[config.mk]
export PLATFORM = sky130hd
export DESIGN_NAME = lplt_slot_ram
export DESIGN_NICKNAME = d
export VERILOG_FILES = /design/src/rtl/lplt_slot_ram.sv
export SDC_FILE = /design/constraint.sdc
export NUM_CORES = 1
export LEC_CHECK = 0
export ABC_AREA = 1
export BUFFER_PORTS_ARGS = -buffer_cell sky130_fd_sc_hd__clkbuf_2
export CAP_MARGIN = 10
export CORE_MARGIN = 5
export CORE_UTILIZATION = 50
export CTS_BUF_LIST = sky130_fd_sc_hd__clkbuf_4
export DETAILED_ROUTE_END_ITERATION = 10
export PLACE_DENSITY_LB_ADDON = 0.12
export SYNTH_ARGS = -nofsm -noshare
export SYNTH_HDL_FRONTEND = slang
export SYNTH_SLANG_ARGS = --single-unit
[constraint.sdc]
create_clock -name clk -period 2.1 [get_ports clk]
set_clock_uncertainty 0.1 [all_clocks]
set_input_delay 0.21 -clock clk [delete_from_list [all_inputs] [get_ports clk]]
set_output_delay 0.21 -clock clk [all_outputs]
set_load 0.1 [all_outputs]
[src/rtl/lplt_slot_ram.sv]
// Generic single-port-write, single-port-read synchronous RAM.
// Read data is registered and appears in the cycle after the read enable.
module lplt_slot_ram #(
	parameter int DATA_W = 8,
	parameter int DEPTH  = 16
) (
	input  logic                     clk,
	input  logic                     we,
	input  logic [$clog2(DEPTH)-1:0] waddr,
	input  logic [DATA_W-1:0]        wdata,
	input  logic                     re,
	input  logic [$clog2(DEPTH)-1:0] raddr,
	output logic [DATA_W-1:0]        rdata
);

	logic [DATA_W-1:0] mem [DEPTH];

	always_ff @(posedge clk) begin
		if (we) begin
			mem[waddr] <= wdata;
		end
	end

	always_ff @(posedge clk) begin
		if (re) begin
			rdata <= mem[raddr];
		end
	end

endmodule

==> metrics.yaml <==
run_status:
  status: "finished, final reports clean"
setup_path:
  critPathKind: "register to output port"
  slowest_delay_ps: 480
  arrival_ps: 1420
  cp_num_buf_inv: 1
  r2r-end: "rdata[3]"
  cp_max_fo: 1
  r2r_cells: 6
  worstPathRequired_ps: 1790
  startpoint: "rdata[5]"
  slowest_stage: "clkbuf_2"
  worst-path-stages: 1
  ff2ff_setup_slack_ps: 820
  crit_chain: "clkbuf_2"
  critPathCaptureType: "output port"
  crit_end: "rdata[5]"
  critical-path-top-delay-family: "buffers and inverters"
  critPathLaunchType: "register"
  r2r_start: "mem[1][3]"
sta:
  finalWorstPathRequiredPeriod_ps: 1730
  rsz0062_at_grt: "no"
  setup_viol: 0
  fin_crit_sh_pct: 82.4
  tightestPinTransition_ps: 631
  slew_viol_final: 0
  max_freq_ghz: 0.578
  finalSetupTns_ps: 0
  max_slew_margin_pct: 57.9
  hold_violations: 0
drt:
  viasPerCell: 5.19
  first_iter_violations: 358
  vias: 3894
  routed_wl_um: 13200
  drc: 0
  ant_nets: 0
  drtPass1Iterations: 5
  wl_per_cell_um: 17.5
layout:
  final_cell_mix: "nand2_1, edfxtp_1, inv_1"
  n_antenna_cell: 0
  nets: 614
  fillers: 1047
  layout_commonest_cell: "nand2_1"
  fin_util_pct: 56.2
  drive_gt1_share_pct: 12.7
  syn2layout_area_growth_pct: 9.76
synth:
  yosys.area.top_type: "edfxtp_1"
  synth-seq-cells: 136
  avgSynthCellArea_um2: 10.6
  synth_area_um2: 5850
  ys_top_cells_by_area: "edfxtp_1, nand2_1, nand3_1"
  yosys.cell_types.count: 11
  seq_area_frac_synth_pct: 69.8
  yosysWarnings: 0
  synth_nets: 570
  synthCells: 551
  yosys.area.top_type_share_pct: 69.8
clocking:
  cts_buffers: 17
  cts_root_buffer: "clkbuf_4"
  cts_tree: "yes"
  clkSlewWorstSetupHoldPaths_ps: 110
  post_cts.repair.setup_buffers: 0
  cts_max_level: 4
  insertion_delay_ps: 540
  clk_path_buf_depth: 2
  clock_sinks: 136
power:
  p_per_area_nw_per_um2: 777
  worst_ir_drop_vdd_uv: 404
  p_leak_nw: 2.80
global_routing:
  grt_antenna_before_repair: 0
  overflow: 0
  grt_pass1_vias: 3770
  grt_pass1_wl_um: 20900
  track_usage_pct: 20.0
  grt_max_degree: 65
floorplanning:
  num_rows: 39
  core-area_um2: 11400
  dieWidth_um: 118
  ios: 27
  dieArea_um2: 14000
  die_height_um: 118
  initial_core_util_pct: 51.2
flow_run:
  maxCapViolCount: 0
place:
  port_buffers: 26
  hpwl_um: 7890
  place_congestion: 0.789
min_path:
  min_path_type: "input port to register"
worst min path at each step:
stage                         from          to  slack (ps)  cells after the start
after floorplan           wdata[0]   mem[0][0]         210                      0
after global placement          re    rdata[3]         540                      1
after detailed placement        re    rdata[3]         560                      1
after CTS                 wdata[0]  mem[11][0]          10                      1
after global routing      wdata[0]   mem[7][0]           8                      1
final                     wdata[0]   mem[9][0]          50                      1
routing by layer:
metal	wire (um)	vias up	global-route usage [%]
met2	6130	149	30.1
li1	-	1874	-
met3	911	27	5.06
met4	315	0	8.32
met1	5790	1844	27.9
met5	0	-	0
registers in the layout (all words and copies together) (netlist names):
| name | cells |
|---|---|
| rdata | 8 |
| mem | 128 |
power by group:
group          total, W  internal [W]  switching, W
clock network   0.00145      0.000563      0.000888
logic          0.000465      0.000110      0.000355
registers       0.00307       0.00305     0.0000161
total           0.00499       0.00373       0.00126
synthesized netlist by cell type:
cell type / n
nand3_1: 97
inv_1: 100
nand2_1: 173
buf_6: 6
inv_2: 2
nand3b_1: 2
buf_1: 1
buf_4: 4
edfxtp_1: 136
buf_2: 13
nor2_1: 17
repair_timing:
| action | in CTS | in global routing |
|---|---|---|
| endpoints found under the hold margin | 10 | 0 |
| resized for setup | 0 | 0 |
| hold buffers | 2 | 0 |
final cells by class:
type	instances	area, um2	area share [%]
Multi-Input combinational cell	289	1210	18.9
Tap cell	143	179	2.79
Sequential cell	136	4080	63.6
Clock inverter	14	90.1	1.40
Clock buffer	18	135	2.11
Timing Repair Buffer	49	333	5.19
Inverter	102	383	5.97
logic make-up after synthesis:
kind of cell / count (synthesis) / synth area share, %
flip-flops: 136 / 69.8
buffers and inverters: 126 / 9.39
AND/OR/NAND/NOR: 289 / 20.8
metrics by stage:
| stage | setup WS (ps) | std cells | power [W] | area (um2) | hold slack (ps) |
|---|---|---|---|---|---|
| 2_1_floorplan | 839 | 551 | 0.00344 | 5850 | 209 |
| 3_3_place_gp | 522 | 717 | 0.00359 | 6170 | 539 |
| 3_5_place_dp | 501 | 717 | 0.00360 | 6170 | 560 |
| 4_1_cts | 311 | 751 | 0.00504 | 6420 | 9.56 |
| 5_1_grt | 299 | 751 | 0.00524 | 6420 | 8.12 |
| 6_report | 369 | 751 | 0.00499 | 6420 | 50.7 |
(Power assumes the default switching activity.)
