==> src/rtl/lplt_pkg.sv <==
// Shared constants, types and codes of the linear probe layout table.
// Depends on nothing; the probe sequencer, the top level and the testbench import it.
package lplt_pkg;

	localparam int TABLE_SLOTS         = 1024;
	localparam int MAX_INLINE_POINTERS = 16;

	localparam int SLOT_W = $clog2(TABLE_SLOTS);
	localparam int KEY_W  = 64;
	localparam int SIZE_W = 32;
	localparam int PTRT_W = 16;
	localparam int PTR_W  = 5;

	localparam logic [PTRT_W-1:0] MAX_PTRS = PTRT_W'(MAX_INLINE_POINTERS);
	localparam logic [SLOT_W-1:0] LAST_SLOT = SLOT_W'(TABLE_SLOTS - 1);

	typedef enum logic [2:0] {
		ST_INSERTED  = 3'd0,
		ST_UPDATED   = 3'd1,
		ST_FOUND     = 3'd2,
		ST_NOT_FOUND = 3'd3,
		ST_FULL      = 3'd4,
		ST_RESERVED  = 3'd5
	} status_t;

	typedef enum logic {
		ACT_INSERT = 1'b0,
		ACT_LOOKUP = 1'b1
	} action_t;

	typedef enum logic [1:0] {
		PS_CLEAR,
		PS_IDLE,
		PS_PROBE
	} state_t;

	typedef struct packed {
		logic [KEY_W-1:0]  key;
		logic [SIZE_W-1:0] size;
		logic [PTR_W-1:0]  ptrs;
	} slot_t;

	localparam int ROW_W = $bits(slot_t);

	typedef struct packed {
		logic              valid;
		status_t           status;
		logic [SIZE_W-1:0] size;
		logic [PTR_W-1:0]  ptrs;
	} res_t;

endpackage

==> src/rtl/lplt_probe_ctrl.sv <==
// Probe sequencer: clears the slot memory after reset, then walks the probe chain of
// each nonzero-key beat one slot per cycle and writes back inserts and updates. Uses lplt_pkg.
module lplt_probe_ctrl
	import lplt_pkg::*;
(
	input  logic              clk,
	input  logic              arst_n,
	input  logic              in_valid,
	output logic              in_stall,
	input  logic              action,
	input  logic [KEY_W-1:0]  type_key,
	input  logic [SIZE_W-1:0] object_size,
	input  logic [PTRT_W-1:0] pointer_total,
	input  logic              out_free,
	output res_t              res,
	output logic              ram_we,
	output logic [SLOT_W-1:0] ram_waddr,
	output slot_t             ram_wdata,
	output logic              ram_re,
	output logic [SLOT_W-1:0] ram_raddr,
	input  slot_t             ram_rdata
);

	state_t            state_q, state_d;
	logic [SLOT_W-1:0] clr_q;
	logic [SLOT_W-1:0] idx_q;
	logic [SLOT_W-1:0] cnt_q;
	action_t           action_q;
	logic [KEY_W-1:0]  key_q;
	logic [SIZE_W-1:0] size_q;
	logic [PTR_W-1:0]  ptrs_q;

	logic accept;
	logic key_zero;
	logic hit_empty;
	logic hit_key;
	logic last_probe;
	logic done;
	logic [PTRT_W-1:0] clamped;

	assign key_zero   = (type_key == '0);
	assign accept     = in_valid && !in_stall;
	assign hit_empty  = (ram_rdata.key == '0);
	assign hit_key    = (ram_rdata.key == key_q);
	assign last_probe = (cnt_q == LAST_SLOT);
	assign done       = hit_empty || hit_key || last_probe;
	assign clamped    = (pointer_total > MAX_PTRS) ? MAX_PTRS : pointer_total;

	always_comb begin
		state_d = state_q;
		unique case (state_q)
			PS_CLEAR: begin
				if (clr_q == LAST_SLOT) begin
					state_d = PS_IDLE;
				end
			end
			PS_IDLE: begin
				if (accept && !key_zero) begin
					state_d = PS_PROBE;
				end
			end
			PS_PROBE: begin
				if (done && out_free) begin
					state_d = PS_IDLE;
				end
			end
			default: state_d = PS_CLEAR;
		endcase
	end

	always_comb begin
		in_stall   = 1'b1;
		res        = '0;
		res.status = ST_INSERTED;
		ram_we     = 1'b0;
		ram_waddr  = idx_q;
		ram_wdata  = '{key: key_q, size: size_q, ptrs: ptrs_q};
		ram_re     = 1'b0;
		ram_raddr  = idx_q + 1'b1;
		unique case (state_q)
			PS_CLEAR: begin
				ram_we    = 1'b1;
				ram_waddr = clr_q;
				ram_wdata = '0;
			end
			PS_IDLE: begin
				in_stall  = key_zero && !out_free;
				ram_raddr = type_key[SLOT_W-1:0];
				if (accept) begin
					if (key_zero) begin
						res.valid  = 1'b1;
						res.status = ST_RESERVED;
					end else begin
						ram_re = 1'b1;
					end
				end
			end
			PS_PROBE: begin
				if (!done) begin
					ram_re = 1'b1;
				end else if (out_free) begin
					res.valid = 1'b1;
					if (action_q == ACT_INSERT) begin
						if (hit_empty || hit_key) begin
							ram_we     = 1'b1;
							res.status = hit_empty ? ST_INSERTED : ST_UPDATED;
						end else begin
							res.status = ST_FULL;
						end
					end else if (hit_key && !hit_empty) begin
						res.status = ST_FOUND;
						res.size   = ram_rdata.size;
						res.ptrs   = ram_rdata.ptrs;
					end else begin
						res.status = ST_NOT_FOUND;
					end
				end
			end
			default: begin
				in_stall = 1'b1;
			end
		endcase
	end

	always_ff @(posedge clk or negedge arst_n) begin
		if (!arst_n) begin
			state_q <= PS_CLEAR;
			clr_q   <= '0;
			idx_q   <= '0;
			cnt_q   <= '0;
		end else begin
			state_q <= state_d;
			if (state_q == PS_CLEAR) begin
				clr_q <= clr_q + 1'b1;
			end
			if (state_q == PS_IDLE && accept && !key_zero) begin
				idx_q <= type_key[SLOT_W-1:0];
				cnt_q <= '0;
			end else if (state_q == PS_PROBE && !done) begin
				idx_q <= idx_q + 1'b1;
				cnt_q <= cnt_q + 1'b1;
			end
		end
	end

	always_ff @(posedge clk) begin
		if (state_q == PS_IDLE && accept) begin
			action_q <= action_t'(action);
			key_q    <= type_key;
			size_q   <= object_size;
			ptrs_q   <= clamped[PTR_W-1:0];
		end
	end

endmodule

==> config.mk <==
export PLATFORM = sky130hd
export DESIGN_NAME = lplt_probe_ctrl
export DESIGN_NICKNAME = d
export VERILOG_FILES = /design/src/rtl/lplt_pkg.sv /design/src/rtl/lplt_probe_ctrl.sv
export SDC_FILE = /design/constraint.sdc
export NUM_CORES = 1
export LEC_CHECK = 0
export CAP_MARGIN = 20
export CORE_AREA = 5 5 147 149
export CTS_CLUSTER_SIZE = 12
export DETAILED_ROUTE_END_ITERATION = 8
export DIE_AREA = 0 0 152 154
export DONT_BUFFER_PORTS = 1
export GPL_ROUTABILITY_DRIVEN = 0
export GPL_TIMING_DRIVEN = 0
export HOLD_SLACK_MARGIN = 0.12
export SETUP_SLACK_MARGIN = 0.15
export SKIP_CTS_REPAIR_TIMING = 1
export SYNTH_ARGS = -nofsm -noshare
export SYNTH_HDL_FRONTEND = slang
export SYNTH_SLANG_ARGS = --single-unit
==> constraint.sdc <==
create_clock -name clk -period 13.2 [get_ports clk]
set_input_delay 1.32 -clock clk [delete_from_list [all_inputs] [get_ports clk]]
set_output_delay 1.32 -clock clk [all_outputs]
set_load 0.01 [all_outputs]
==> impl_metrics.json <==
{
  "status": "finished clean",
  "maxCapViolCount": 0,
  "setup_viol": 0,
  "htree_levels": 4,
  "synth-compound-area-share_pct": 4.02,
  "syn-cell-area_um2": 7190,
  "ir_drop_uv": 81.7,
  "clock_latency_ps": 420,
  "ys.flop_type": "edfxtp_1",
  "arrival_ps": 3820,
  "dpl.hpwl_um": 22100,
  "grt_max_degree": 33,
  "dp_cells": 920,
  "drc": 0,
  "num-fill-cells": 1927,
  "crit_path_start_kind": "input pin",
  "synth_area_leaders": "edfxtp_1 (43%), dfrtp_1 (11%), xnor2_1 (9.1%), nor2b_1 (8.8%), and2_1 (3.3%)",
  "die_x_um": 152,
  "worstReg2RegStart": "state_q[1]$_DFFE_PN0P_",
  "synthSimpleGateAreaFrac_pct": 26.6,
  "grt_first_pass_wirelength_um": 38300,
  "fin_ws_ps": 8060,
  "port_buffers": 0,
  "io-pin-count": 383,
  "worst_pin_slew_ps": 887,
  "crit_chain": "xnor2_1 > nand4_1 > nor4_1 > nand4_1 > nor3_1 > clkbuf_1 > and2_1",
  "ff2ff_setup_slack_ps": 10140,
  "synth_fa_ha_area_share_pct": 1.04,
  "cpMostUsedCell": "nand4_1",
  "r2r_cells": 7,
  "grtUsageTotal_pct": 21.8,
  "preCtsSetupSlack_ps": 7970,
  "synth_seq_cells": 134,
  "cts_made_buffers": 17,
  "rsz0062_at_grt": "false",
  "synth_top_area_share_pct": 42.6,
  "fin_crit_ps": 5140,
  "drive_above_1_share_pct": 7.92,
  "fin_hold_ws_ps": 496,
  "synthArstFlopShare_pct": 23.9,
  "ys_warn_count": 0,
  "setup_tns_ps": 0,
  "synth_top_family_by_area": "simple AND/OR/NAND/NOR gates",
  "hold_viol": 0,
  "final_common_cell": "edfxtp_1",
  "synth_xor_area_share_pct": 10.5,
  "grt_overflow_total": 0,
  "synth_edf_count": 102,
  "ys_types": 44,
  "hold_class": "register to register",
  "ys_seq_area_share_pct": 53.8,
  "clk_pin_slew_worst_paths_ps": 60,
  "nets": 893,
  "skew_ps": 14.6,
  "drv_slew": 0,
  "core_area_um2": 20000,
  "synth_fp_nets": 871,
  "area_growth_pct": 13.8,
  "fmax_ghz": 0.195,
  "cts_sinks": 134,
  "total_power_uw": 937,
  "cp_slowest_cell": "nor3_1",
  "end_kind": "output port",
  "rows": 52,
  "clock_path_buffers": 2,
  "worst-path-max-fanout": 10,
  "die_area_um2": 23400,
  "crit_start": "ram_rdata[58]",
  "layout_common_cells": "edfxtp_1 (102), nor2b_1 (101), xnor2_1 (75)",
  "wl_per_cell_um": 27.8,
  "dr.pass1.iters": 5,
  "detail_route.iter0.violations": 389,
  "p_per_area_nw_per_um2": 115,
  "synthCells": 647,
  "viasPerCell": 5.65,
  "ant_nets": 0,
  "muxShareOfSynthArea_pct": 1.81,
  "antenna_found_initial": 1,
  "avgSynthCellArea_um2": 11.1,
  "routed_wl_um": 26500,
  "initial_core_util_pct": 35.9,
  "yosysTopAreaCell": "edfxtp_1",
  "cts_tree": "done",
  "relSlewSlack_pct": 40.9,
  "critical_path_class": "input pin to output port",
  "endpoint": "res[14]",
  "required_ps": 11880,
  "grt_pass1_vias": 5582,
  "timing.final.crit_share_pct": 38.9,
  "crit_path_max_incr_delay_ps": 750,
  "die_h_um": 154,
  "fin_cells": 954,
  "p_leak_uw": 0.00257,
  "vias": 5394,
  "clockRootBuffer": "clkbuf_16",
  "r2r-end": "size_q[8]$_DFFE_PP_"
}
==> stage by stage <==
step | utilization (%) | cell area [um2]
3_3_place_gp | 37.6 | 7520
3_5_place_dp | 37.9 | 7590
4_1_cts | 40.8 | 8170
6_report | 40.8 | 8180
5_1_grt | 40.8 | 8180
2_1_floorplan | - | 7190
==> worst max-delay path, delay by kind of cell <==
kind,cells,cell delay [ps]
buffers and inverters,1,320
xor gates and xnor gates,1,290
and+or+nand+nor,5,1870
==> how the worst min path moves through the flow <==
stage | from | endpoint | slack, ps | cells past startpoint
2_1_floorplan | clr_q[8]$_DFFE_PN0P_ | clr_q[8]$_DFFE_PN0P_ | 450 | 1
3_3_place_gp | clr_q[4]$_DFFE_PN0P_ | clr_q[4]$_DFFE_PN0P_ | 480 | 1
3_5_place_dp | clr_q[4]$_DFFE_PN0P_ | clr_q[4]$_DFFE_PN0P_ | 490 | 1
4_1_cts | clr_q[4]$_DFFE_PN0P_ | clr_q[4]$_DFFE_PN0P_ | 500 | 1
5_1_grt | clr_q[8]$_DFFE_PN0P_ | clr_q[8]$_DFFE_PN0P_ | 510 | 1
6_report | clr_q[4]$_DFFE_PN0P_ | clr_q[4]$_DFFE_PN0P_ | 500 | 1
==> metal layers <==
layer | wire (um) | global-route usage, % | share of wire [%]
met1 | 9520 | 24.5 | 36
met2 | 13800 | 37.8 | 52
met3 | 2080 | 6.86 | 7.8
met4 | 1110 | 10.2 | 4.2
met5 | 0 | 0 | 0
==> report_power, final <==
group	switching [uW]	internal, uW	total [uW]
sequential	0	454	454
clock	187	280	467
combinational	7.19	8.95	16.1
total	194	743	937
==> cell families after synthesis <==
| family | after synthesis |
|---|---|
| simple gates | 318 |
| flops | 134 |
| xor+xnor | 86 |
| compound gates | 49 |
| buf+inv | 42 |
| mux | 12 |
| fa+ha+maj | 6 |
==> area by class of cell <==
cell class	instances	area (um2)	area share (%)
diodes	2	5.00	0.0612
plain buffers	26	105	1.29
clock buffers	18	429	5.25
clock inverters	14	151	1.85
inverters	16	60.1	0.734
multi-input cells	471	3170	38.7
flip-flops and latches	134	3860	47.2
well taps	270	338	4.13
repair buffers	3	60.1	0.734
==> state kept, by name, indices dropped and copies added, names as in the netlist <==
signal    flops
clr_q        10
ptrs_q        5
key_q        64
size_q       32
action_q      1
idx_q        10
state_q       2
cnt_q        10
==> synth_stat cells, types with 2 or more instances <==
| cell type | n |
|---|---|
| xnor2_1 | 75 |
| mux2_2 | 8 |
| nand2_1 | 29 |
| or2_2 | 2 |
| nor3b_1 | 5 |
| nor4_1 | 38 |
| o21a_1 | 3 |
| and4_1 | 2 |
| o21ai_0 | 22 |
| edfxtp_1 | 102 |
| nor3_1 | 4 |
| mux2i_1 | 4 |
| buf_2 | 2 |
| nand4_1 | 36 |
| xor2_1 | 11 |
| o31ai_1 | 4 |
| inv_1 | 16 |
| a21oi_1 | 8 |
| dfrtp_1 | 32 |
| o41ai_1 | 2 |
| ha_1 | 6 |
| or4_1 | 5 |
| nor4_4 | 2 |
| nor2b_1 | 101 |
| and3_1 | 7 |
| and2_1 | 38 |
| nor2_1 | 25 |
| a31oi_1 | 6 |
| nand3_1 | 16 |
| clkbuf_1 | 22 |
(Power assumes the default switching activity.)
